File: src/rtl/heap_sort_ascending_unit_defines.svh
// Assertion macros for the heap sort unit; clocked on clk, disabled while rst_n is low.
`ifndef HEAP_SORT_ASCENDING_UNIT_DEFINES_SVH
`define HEAP_SORT_ASCENDING_UNIT_DEFINES_SVH

`ifndef NO_ASSERTIONS

`define HSA_ASSERT(lbl, cond) \
    lbl: assert property (@(posedge clk) disable iff (!rst_n) (cond)) \
        else $error("invariant violated");

`define HSA_ASSERT_IMP(lbl, ante, cons) \
    lbl: assert property (@(posedge clk) disable iff (!rst_n) (ante) |-> (cons)) \
        else $error("implication violated");

`define HSA_ASSERT_NEXT(lbl, ante, cons) \
    lbl: assert property (@(posedge clk) disable iff (!rst_n) (ante) |=> (cons)) \
        else $error("next-cycle implication violated");

`else

`define HSA_ASSERT(lbl, cond)

`define HSA_ASSERT_IMP(lbl, ante, cons)

`define HSA_ASSERT_NEXT(lbl, ante, cons)

`endif

`endif

File: src/rtl/hsa_pkg.sv
// Shared types and constants of the heap sort unit.
package hsa_pkg;

    localparam int VALUE_W      = 32;
    localparam int CAPACITY_DEF = 64;

    typedef logic signed [VALUE_W-1:0] value_t;

endpackage

File: src/rtl/heap_sort_ascending_unit.sv
// Batch heapsort unit: loads signed values, sorts in place, streams them out ascending.
//
//  channel   | handshake                 | payload
//  ----------+---------------------------+------------------------------------
//  input     | start, busy               | value, is_last
//  result    | out_valid (one cycle)     | sorted_value, end_of_batch, dropped
//
// Loading accepts back-to-back transactions; busy stays low until is_last is accepted.
// The sort then runs on one RAM with one read and one write port: a sift level reads
// the left child, then the right child, then compares and writes; an extract step
// moves the root to the end and sifts the old end entry. Emission reads one entry per
// cycle, each result in the cycle after its read; busy is already low for the last one.
// Reset clears all control state; the element store is not cleared.
// Results cannot be stalled: each out_valid pulse is taken at the end of its cycle.
module heap_sort_ascending_unit #(
    parameter int CAPACITY = hsa_pkg::CAPACITY_DEF
) (
    input  logic                           clk,
    input  logic                           rst_n,
    input  logic                           start,
    input  logic signed [hsa_pkg::VALUE_W-1:0] value,
    input  logic                           is_last,
    output logic                           busy,
    output logic                           out_valid,
    output logic signed [hsa_pkg::VALUE_W-1:0] sorted_value,
    output logic                           end_of_batch,
    output logic                           dropped
);

`include "heap_sort_ascending_unit_defines.svh"

    localparam int AW  = $clog2(CAPACITY);
    localparam int CW  = $clog2(CAPACITY + 1);
    localparam int CHW = AW + 2;

    typedef enum logic [3:0] {
        S_IDLE,
        S_BUILD_NEXT,
        S_SIFT_RD,
        S_SIFT_TOP,
        S_SIFT_L,
        S_SIFT_R,
        S_SIFT_C,
        S_EX_NEXT,
        S_EX_R0,
        S_EX_R1,
        S_EMIT
    } state_t;

    state_t          state_reg, state_next;
    logic [CW-1:0]   cnt_reg, cnt_next;
    logic            ovf_reg, ovf_next;
    logic [CW-1:0]   hs_reg, hs_next;
    logic [AW-1:0]   idx_reg, idx_next;
    logic [AW-1:0]   best_idx_reg, best_idx_next;
    hsa_pkg::value_t top_val_reg, top_val_next;
    hsa_pkg::value_t best_val_reg, best_val_next;
    logic [CW-1:0]   kcnt_reg, kcnt_next;
    logic            in_build_reg, in_build_next;
    logic [CW-1:0]   ecnt_reg, ecnt_next;
    logic            ovld_reg, ovld_next;
    logic            olast_reg, olast_next;
    logic            odrop_reg, odrop_next;

    logic            ram_we;
    logic [AW-1:0]   ram_waddr;
    hsa_pkg::value_t ram_wdata;
    logic            ram_re;
    logic [AW-1:0]   ram_raddr;
    logic [hsa_pkg::VALUE_W-1:0] ram_rdata;

    logic [CHW-1:0]  left_w, right_w, hs_w;
    logic            left_ok, right_ok;
    logic            pick_ok;
    logic [AW-1:0]   pick_cand_idx, pick_best_idx, pick_idx;
    hsa_pkg::value_t pick_best_val, pick_val;
    logic            accept;
    logic [CW-1:0]   kcnt_dec;

    hsa_ram #(
        .WIDTH (hsa_pkg::VALUE_W),
        .DEPTH (CAPACITY)
    ) u_store (
        .clk   (clk),
        .we    (ram_we),
        .waddr (ram_waddr),
        .wdata (ram_wdata),
        .re    (ram_re),
        .raddr (ram_raddr),
        .rdata (ram_rdata)
    );

    hsa_pick #(
        .AW (AW)
    ) u_pick (
        .cand_val (ram_rdata),
        .cand_idx (pick_cand_idx),
        .cand_ok  (pick_ok),
        .best_val (pick_best_val),
        .best_idx (pick_best_idx),
        .pick_val (pick_val),
        .pick_idx (pick_idx)
    );

    assign accept   = start && !busy;
    assign left_w   = {1'b0, idx_reg, 1'b1};
    assign right_w  = left_w + CHW'(1);
    assign hs_w     = CHW'(hs_reg);
    assign left_ok  = left_w < hs_w;
    assign right_ok = right_w < hs_w;
    assign kcnt_dec = kcnt_reg - CW'(1);

    // compare unit operands: left child against the sifted value, then right against best
    always_comb
    begin
        if (state_reg == S_SIFT_C)
        begin
            pick_cand_idx = right_w[AW-1:0];
            pick_ok       = right_ok;
            pick_best_val = best_val_reg;
            pick_best_idx = best_idx_reg;
        end
        else
        begin
            pick_cand_idx = left_w[AW-1:0];
            pick_ok       = 1'b1;
            pick_best_val = top_val_reg;
            pick_best_idx = idx_reg;
        end
    end

    always_comb
    begin
        state_next    = state_reg;
        cnt_next      = cnt_reg;
        ovf_next      = ovf_reg;
        hs_next       = hs_reg;
        idx_next      = idx_reg;
        best_idx_next = best_idx_reg;
        top_val_next  = top_val_reg;
        best_val_next = best_val_reg;
        kcnt_next     = kcnt_reg;
        in_build_next = in_build_reg;
        ecnt_next     = ecnt_reg;
        ovld_next     = 1'b0;
        olast_next    = olast_reg;
        odrop_next    = odrop_reg;
        ram_we        = 1'b0;
        ram_waddr     = idx_reg;
        ram_wdata     = top_val_reg;
        ram_re        = 1'b0;
        ram_raddr     = idx_reg;

        case (state_reg)
            S_IDLE:
            begin
                if (accept)
                begin
                    if (cnt_reg < CW'(CAPACITY))
                    begin
                        ram_we    = 1'b1;
                        ram_waddr = cnt_reg[AW-1:0];
                        ram_wdata = value;
                        cnt_next  = cnt_reg + CW'(1);
                    end
                    else
                    begin
                        ovf_next = 1'b1;
                    end
                    if (is_last)
                    begin
                        hs_next       = cnt_next;
                        kcnt_next     = cnt_next >> 1;
                        in_build_next = 1'b1;
                        state_next    = S_BUILD_NEXT;
                    end
                end
            end
            S_BUILD_NEXT:
            begin
                if (kcnt_reg == '0)
                begin
                    kcnt_next     = cnt_reg;
                    in_build_next = 1'b0;
                    state_next    = S_EX_NEXT;
                end
                else
                begin
                    idx_next   = kcnt_dec[AW-1:0];
                    kcnt_next  = kcnt_dec;
                    state_next = S_SIFT_RD;
                end
            end
            S_SIFT_RD:
            begin
                ram_re     = 1'b1;
                state_next = S_SIFT_TOP;
            end
            S_SIFT_TOP:
            begin
                top_val_next = ram_rdata;
                state_next   = S_SIFT_L;
            end
            S_SIFT_L:
            begin
                if (left_ok)
                begin
                    ram_re     = 1'b1;
                    ram_raddr  = left_w[AW-1:0];
                    state_next = S_SIFT_R;
                end
                else
                begin
                    // leaf reached: drop the sifted value into its slot
                    ram_we     = 1'b1;
                    state_next = in_build_reg ? S_BUILD_NEXT : S_EX_NEXT;
                end
            end
            S_SIFT_R:
            begin
                best_val_next = pick_val;
                best_idx_next = pick_idx;
                ram_re        = 1'b1;
                ram_raddr     = right_w[AW-1:0];
                state_next    = S_SIFT_C;
            end
            S_SIFT_C:
            begin
                ram_we = 1'b1;
                if (pick_idx == idx_reg)
                begin
                    state_next = in_build_reg ? S_BUILD_NEXT : S_EX_NEXT;
                end
                else
                begin
                    // move the larger child up and follow the hole down
                    ram_wdata  = pick_val;
                    idx_next   = pick_idx;
                    state_next = S_SIFT_L;
                end
            end
            S_EX_NEXT:
            begin
                if (kcnt_reg == '0)
                begin
                    ecnt_next  = '0;
                    state_next = S_EMIT;
                end
                else
                begin
                    ram_re     = 1'b1;
                    ram_raddr  = '0;
                    state_next = S_EX_R0;
                end
            end
            S_EX_R0:
            begin
                // root goes to the end of the heap; the read returns the old end entry
                ram_re     = 1'b1;
                ram_raddr  = kcnt_dec[AW-1:0];
                ram_we     = 1'b1;
                ram_waddr  = kcnt_dec[AW-1:0];
                ram_wdata  = ram_rdata;
                state_next = S_EX_R1;
            end
            S_EX_R1:
            begin
                top_val_next = ram_rdata;
                hs_next      = kcnt_dec;
                idx_next     = '0;
                kcnt_next    = kcnt_dec;
                state_next   = S_SIFT_L;
            end
            S_EMIT:
            begin
                ram_re     = 1'b1;
                ram_raddr  = ecnt_reg[AW-1:0];
                ovld_next  = 1'b1;
                olast_next = (ecnt_reg == cnt_reg - CW'(1));
                odrop_next = ovf_reg;
                if (ecnt_reg == cnt_reg - CW'(1))
                begin
                    cnt_next   = '0;
                    ovf_next   = 1'b0;
                    hs_next    = '0;
                    idx_next   = '0;
                    state_next = S_IDLE;
                end
                else
                begin
                    ecnt_next = ecnt_reg + CW'(1);
                end
            end
            default:
            begin
                state_next = S_IDLE;
            end
        endcase
    end

    always_ff @(posedge clk or negedge rst_n)
    begin
        if (!rst_n)
        begin
            state_reg    <= S_IDLE;
            cnt_reg      <= '0;
            ovf_reg      <= 1'b0;
            hs_reg       <= '0;
            idx_reg      <= '0;
            kcnt_reg     <= '0;
            in_build_reg <= 1'b0;
            ecnt_reg     <= '0;
            ovld_reg     <= 1'b0;
            olast_reg    <= 1'b0;
            odrop_reg    <= 1'b0;
        end
        else
        begin
            state_reg    <= state_next;
            cnt_reg      <= cnt_next;
            ovf_reg      <= ovf_next;
            hs_reg       <= hs_next;
            idx_reg      <= idx_next;
            kcnt_reg     <= kcnt_next;
            in_build_reg <= in_build_next;
            ecnt_reg     <= ecnt_next;
            ovld_reg     <= ovld_next;
            olast_reg    <= olast_next;
            odrop_reg    <= odrop_next;
        end
    end

    always_ff @(posedge clk)
    begin
        best_idx_reg <= best_idx_next;
        top_val_reg  <= top_val_next;
        best_val_reg <= best_val_next;
    end

    assign busy         = (state_reg != S_IDLE);
    assign out_valid    = ovld_reg;
    assign sorted_value = ram_rdata;
    assign end_of_batch = olast_reg;
    assign dropped      = odrop_reg;

    `HSA_ASSERT(a_cnt_cap, cnt_reg <= CW'(CAPACITY))
    `HSA_ASSERT_IMP(a_more_pending, out_valid && !end_of_batch, busy)
    `HSA_ASSERT_NEXT(a_batch_closed, out_valid && end_of_batch, !out_valid)
    `HSA_ASSERT_NEXT(a_last_starts_sort, accept && is_last, busy && !out_valid)

endmodule

File: src/rtl/hsa_ram.sv
// Generic single-write, single-read RAM with registered read data.
module hsa_ram #(
    parameter int WIDTH = 32,
    parameter int DEPTH = 64
) (
    input  logic                     clk,
    input  logic                     we,
    input  logic [$clog2(DEPTH)-1:0] waddr,
    input  logic [WIDTH-1:0]         wdata,
    input  logic                     re,
    input  logic [$clog2(DEPTH)-1:0] raddr,
    output logic [WIDTH-1:0]         rdata
);

    logic [WIDTH-1:0] mem [DEPTH];
    logic [WIDTH-1:0] rdata_reg;

    always_ff @(posedge clk)
    begin
        if (we)
        begin
            mem[waddr] <= wdata;
        end
        if (re)
        begin
            rdata_reg <= mem[raddr];
        end
    end

    assign rdata = rdata_reg;

endmodule

File: src/rtl/hsa_pick.sv
// Shared signed compare unit: keeps the larger of the current best and a candidate.
module hsa_pick #(
    parameter int AW = 6
) (
    input  hsa_pkg::value_t cand_val,
    input  logic [AW-1:0]   cand_idx,
    input  logic            cand_ok,
    input  hsa_pkg::value_t best_val,
    input  logic [AW-1:0]   best_idx,
    output hsa_pkg::value_t pick_val,
    output logic [AW-1:0]   pick_idx
);

    logic take;

    // only a strictly larger child wins, so ties stay in place
    assign take     = cand_ok && (cand_val > best_val);
    assign pick_val = take ? cand_val : best_val;
    assign pick_idx = take ? cand_idx : best_idx;

endmodule
File: config.mk
export PLATFORM = sky130hd
export DESIGN_NAME = heap_sort_ascending_unit
export DESIGN_NICKNAME = d
export VERILOG_FILES = /design/src/rtl/hsa_pkg.sv /design/src/rtl/heap_sort_ascending_unit.sv /design/src/rtl/hsa_ram.sv /design/src/rtl/hsa_pick.sv
export VERILOG_INCLUDE_DIRS = /design/src /design/src/rtl
export SDC_FILE = /design/constraint.sdc
export NUM_CORES = 2
export LEC_CHECK = 0
export BUFFER_PORTS_ARGS = -buffer_cell sky130_fd_sc_hd__buf_2
export CAP_MARGIN = 10
export CORE_AREA = 5 5 356 446
export DETAILED_ROUTE_END_ITERATION = 8
export DIE_AREA = 0 0 361 451
export GPL_TIMING_DRIVEN = 0
export PLACE_DENSITY_LB_ADDON = 0.15
export SKIP_LAST_GASP = 1
export SLEW_MARGIN = 20
export SYNTH_ARGS = -nofsm -noshare
export SYNTH_HDL_FRONTEND = slang
export SYNTH_SLANG_ARGS = --single-unit
File: constraint.sdc
create_clock -name clk -period 17.15 [get_ports clk]
set_input_delay 1.715 -clock clk [delete_from_list [all_inputs] [get_ports clk]]
set_output_delay 1.715 -clock clk [all_outputs]
set_load 0.03 [all_outputs]
Yosys cells after proc, flatten, opt, wreduce, memory -nomap -nowiden:

Memories as Yosys holds them, arrays and structs flattened. A register that Yosys moved wholly into a read port is not among the register bits.
Index checks and enable logic that the tools add are counted.

* logic and storage cells: 129
* memory bits (writable): 2048
* output and inout bits: 36
* input bits: 36
* memories: 1
* bits in registers: 113

Memories
* u_store.mem: words 64, width 32, read ports 1, clocked after Yosys merged registers in 1, wr ports 1, line hsa_ram.sv:15 `logic [WIDTH-1:0] mem [DEPTH];`

* multiplexer cells: 61
* add/sub/neg operators: 5
* magnitude comparators: 4
* reductions and logical operators: 23
* equality and inequality tests: 21

Operator list (count)
* $mux 32: 5
* $pmux 32 s3: 1
* $mux 7: 10
* $mux 6: 10
* $pmux 7 s3: 2
* $pmux 4 s10: 1
* $gt 32x32->1: 1
* $pmux 6 s5: 1
* $pmux 7 s2: 2
* $pmux 6 s4: 1
* $ne 2x2->1 const B: 9
* $eq 4x3->1 const B: 4
* $reduce_and 4->1: 4
* $mux 1: 15
* $add 7x1->7 const B: 2
* $sub 7x1->7 const B: 2
* $eq 4x4->1 const B: 3
* $mux 3: 4
* $mux 4: 3
* $pmux 6 s2: 1
* $reduce_and 3->1: 4
* $add 7x1->8 const B: 1
* $eq 4x2->1 const B: 2
* $lt 8x7->1: 1
* 17 further kinds: 25

Depth between registers and ports, before layout:

* depth after elaboration: 8
* mapped depth: 19
* gate-level depth less buffers: 13

Hierarchy:

Synthesis repeated with hierarchy kept, for this count alone.

* cells, all modules: 4473
* area, all modules: 88844.0 µm²

Modules (own cells, without submodules)
* hsa_ram: times used 1, cells each 3324, area each 78835.6 µm², seq. area each 62459.9 µm²
* heap_sort_ascending_unit: times used 1, cells each 705, area each 6764.0 µm², seq. area each 3178.0 µm²
* hsa_pick: times used 1, cells each 444, area each 3244.4 µm², seq. area each 0.0 µm²

Worst setup path before layout:

Ideal clock, no wire load.

* kind: reg-to-reg
* from: register state_reg[1]
* to: memory u_store.mem[0][0], data pin
* data required time: 16.775 ns
* stages on the path, launching flop included: 18
* clock period less this slack: 5.398 ns
* buffers on the path: 5
* arrival time: 5.022 ns
* library setup time: 0.375 ns
* path slack: 11.752 ns
* path through: dfrtp_1 > buf_4 > nand4bb_1 > clkbuf_1 > buf_2 > clkbuf_1 > mux2i_1 > ha_1 > nand3_1 > nor4_2 > nand2_1 > or3b_1 > and3_1 > mux2_2 > o211ai_4 > buf_2 > o31a_1 > o32a_1

* word-level cells in the longest chain between the ends: 8
* elaborated cells on any way between the ends: 18
* those cells by class: 1 x order compare; 3 x eq/ne; 9 x mux; 5 x reduce/logical

RTL lines
* from (decl): line heap_sort_ascending_unit.sv:50 `state_t state_reg, state_next;`
* from (signal assigned): line heap_sort_ascending_unit.sv:319 `state_reg <= state_next;`
* $eq 4x3->1: line heap_sort_ascending_unit.sv:116, heap_sort_ascending_unit.sv:154
* $mux 32: line heap_sort_ascending_unit.sv:116 `if (state_reg == S_SIFT_C)`
* $gt 32x32->1: line hsa_pick.sv:17 `assign take = cand_ok && (cand_val > best_val);`
* $logic_and 1x1->1: line hsa_pick.sv:17
* $mux 6: line hsa_pick.sv:19 `assign pick_idx = take ? cand_idx : best_idx;`
* $eq 6x6->1: line heap_sort_ascending_unit.sv:230 `if (pick_idx == idx_reg)`
* $mux 32: line heap_sort_ascending_unit.sv:230
* $pmux 32 s3 (*): line heap_sort_ascending_unit.sv:154 `case (state_reg)`
* named net ram_wdata[0]: line heap_sort_ascending_unit.sv:67 `hsa_pkg::value_t ram_wdata;`
* to (decl): line hsa_ram.sv:15

The timed path passes the listed nets; every way through them passes the cells marked *.

Worst setup path in the final report:

* from: register state_reg[0]
* to: memory u_store.mem[51][29], data pin

Same word-level chain as after synthesis.

==> results by group <==
Setup path
  – CP startpoint kind: flip-flop
  – Critical Path RT: approximately 18 ns
  – WS Path Type: reg2reg
  – Crit path max-delay cell type: clkbuf_1
  – Worst R2R Setup Slack: 9.89 ns
  – CP Max Fanout: 24
  – Most frequent CP cell: clkbuf_1
  – R2R cell count: 18
  – Max incr delay on CP: 0.86 ns
  – Crit path capture type: flip-flop
  – WP data arrival: approximately 7.9 ns
  – Cell Chain, Critical Path: buf_6 > nand4bb_1 > clkbuf_1 > clkbuf_1 > mux2i_1 > ha_1 > nand3_1 > nor4_2 > nand2_1 > or3b_1 > and3_1 > mux2i_1 > buf_2 > clkbuf_1 > a211oi_1 > o32a_2 > buf_16 > buf_16

Synthesis
  – Post-synth EDFFs: 2150
  – Mapped Cells: between 6000 and 7000
  – Synth area leader: edfxtp_1
  – Warnings, synthesis: 0
  – Fraction of registers with async set/reset: 0.0196
  – Netlist cell types: 92
  – Register area share after synthesis: 0.715
  – Area fraction of the dominant cell type after synthesis: 0.703
  – Yosys reg bits: around 2200
  – Dominant cells by area after synthesis: edfxtp_1, a211oi_1, and3_1
  – Post-synthesis average cell area: 14.4 sq um
  – Synth Cell Area: 91800 sq um
  – Syn Nets: 6470
  – Ys flop type: edfxtp_1

Timing
  – Hold_ws: 0.480 ns
  – Final max-slew violation count: 0
  – Final Hold Fails: 0
  – Final Cycle Share: 0.423
  – Final setup viols: 0
  – Final min period: 7.26 ns
  – Least-Margin Pin Slew: roughly 1.3 ns
  – Max Freq: 0.138 GHz
  – Final TNS setup: 0 ns
  – Clk_skew: 0.0438 ns
  – Unrepaired setup endpoints after global routing: no
  – Slew headroom: 0.134

Clocking
  – # resized after CTS: 0
  – Hold_buf cts: 0
  – CTS Buf Count: just over 200
  – Htree depth: 4
  – Clk pin slew, worst setup/hold paths: 0.06 ns
  – CTS root buf: clkbuf_16
  – Clock Sinks: 2193
  – CTS tree: yes
  – Clock Path Buffers: 3
  – Post-CTS setup buffers: 0
  – Latest clock arrival within the worst-skew pair: 0.88 ns

Layout
  – Highest-count cells in the layout ignoring fill and taps: edfxtp_1, and3_1, a211oi_1
  – Area Growth Syn to Fin: 14.3%
  – Most flop-heavy register: u_store.mem
  – Fraction of layout cells with a size suffix above 1: 0.126
  – Final-layout fill cell count: between 10000 and 15000
  – Leading cell type in the layout, fill and taps excluded: edfxtp_1
  – Fin nets: 6881
  – Max FFs per register: approximately 2000
  – Design Area, Final: between 100000 and 150000 sq um

Global route
  – Total track usage: 0.365
  – Congestion Overflow GR: 0
  – First-pass GRT wire length: between 400 and 500 mm
  – Vias in the first global route: about 60000
  – Largest net degree at the start of global routing: 44
  – Initial antenna violation count: 18

Detailed routing
  – Mean routed wirelength per cell: ~34 um
  – Initial DRC Count: 9208
  – Via count: around 63000
  – Final wirelength: 304 mm
  – Vias/cell: 6.93
  – DRC: 0
  – Pre-Repair DR Iteration Count: 7
  – Final ANT Viol Nets: 0

Hold path
  – HP Class: reg2reg
  – Hold depth: 2

Placement
  – DP Wirelength: 221 mm
  – Port Buffers: 71
  – Routability cong.: ~1
  – Placed cell areas: roughly 98000 sq um

Die
  – Chip Height: 451 um
  – Num ports: 72
  – FP Rows: about 160
  – Die X: roughly 360 um
  – DIE AREA: 163000 sq um
  – Initial Utilization: 0.598
  – Core box area: 154000 sq um

Job
  – Max cap viols: 0

Outcome
  – Status: complete, no violations
[cell type report]
class / instances / area (sq um) / share of cell area
clock inverter: 140 / 1490 / 0.0142
sequential: 2193 / 65600 / 0.625
timing repair buffer: 205 / 3170 / 0.0302
tap: 2037 / 2550 / 0.0243
multi-input combinational: 3611 / 24300 / 0.232
buffer: 558 / 2420 / 0.0231
antenna: 15 / 37.5 / 0.000358
clock buffer: 243 / 5250 / 0.0500
inverter: 23 / 86.3 / 0.000822
[critical path: cells and delay by family (launching register included)]
kind            cells  cell delay [ns]
flops               1             0.40
mux                 2             0.61
fa+ha+maj           1             0.57
buf+inv             7             2.92
compound gates      2             0.77
simple gates        6             1.64
[metal layers]
| metal | wire length, um | GRT usage |
|---|---|---|
| met1 | 107000 | 0.464 |
| met2 | 142000 | 0.577 |
| met3 | 30000 | 0.0708 |
| met4 | 25200 | 0.242 |
| met5 | 36 | 0 |
[cells in the mapped netlist, types with 6 or more instances]
cell and count:
nand3_1 81, a31oi_1 41, buf_2 150, o32a_1 32
o31a_1 32, nand4b_1 6, a22oi_1 31, a221oi_1 8
o21ai_0 407, nor4_2 27, xnor2_1 21, o31ai_1 8
a211oi_1 920, mux2_2 13, clkbuf_1 353, nor4_1 14
and2_1 6, nor2_1 170, nor2b_1 6, dfrtp_1 43
nand4_1 105, o2111ai_1 33, inv_1 21, o21ai_1 76
nand2_1 231, a21oi_1 108, mux2i_1 113, and3_1 926
or3_1 6, a221o_1 7, xor2_1 21, a21o_1 6
buf_4 30, nor3_1 11, ha_1 49, edfxtp_1 2150
buf_1 18
[cells by family (layout without fill, tap and decap cells)]
family / after synthesis / in the layout / share of synthesized area
compound gates: 1753 / 1753 / 0.130
flops: 2193 / 2193 / 0.715
xor+xnor: 42 / 42 / 0.00401
mux: 131 / 131 / 0.0148
simple gates: 1636 / 1636 / 0.103
fa+ha+maj: 49 / 49 / 0.00668
buf+inv: 581 / 1169 / 0.0273
other cells: 0 / 15 / 0
[worst paths after layout]
kind	start	end
setup / recovery	state_reg[0]	u_store.mem[51][29]
hold / removal	ovf_reg	dropped
setup reg to reg	state_reg[0]	u_store.mem[51][29]
hold reg to reg	ovf_reg	dropped
max in group asynchronous	rst_n	idx_reg[4]
min in group asynchronous	rst_n	idx_reg[3]
[stage by stage]
stage / util / worst slack [ns] / cells
floorplan: - / 11.75 / 6385
global placement: 0.617 / 7.79 / 8493
detailed placement: 0.640 / 10.17 / 8627
CTS: 0.684 / 10.15 / 9010
global route: 0.684 / 9.78 / 9011
finish: 0.684 / 9.89 / 9025
Power is left out: the tool's default activity adds up to more than one toggle a clock period on the data nets, which glitch-free logic cannot reach.
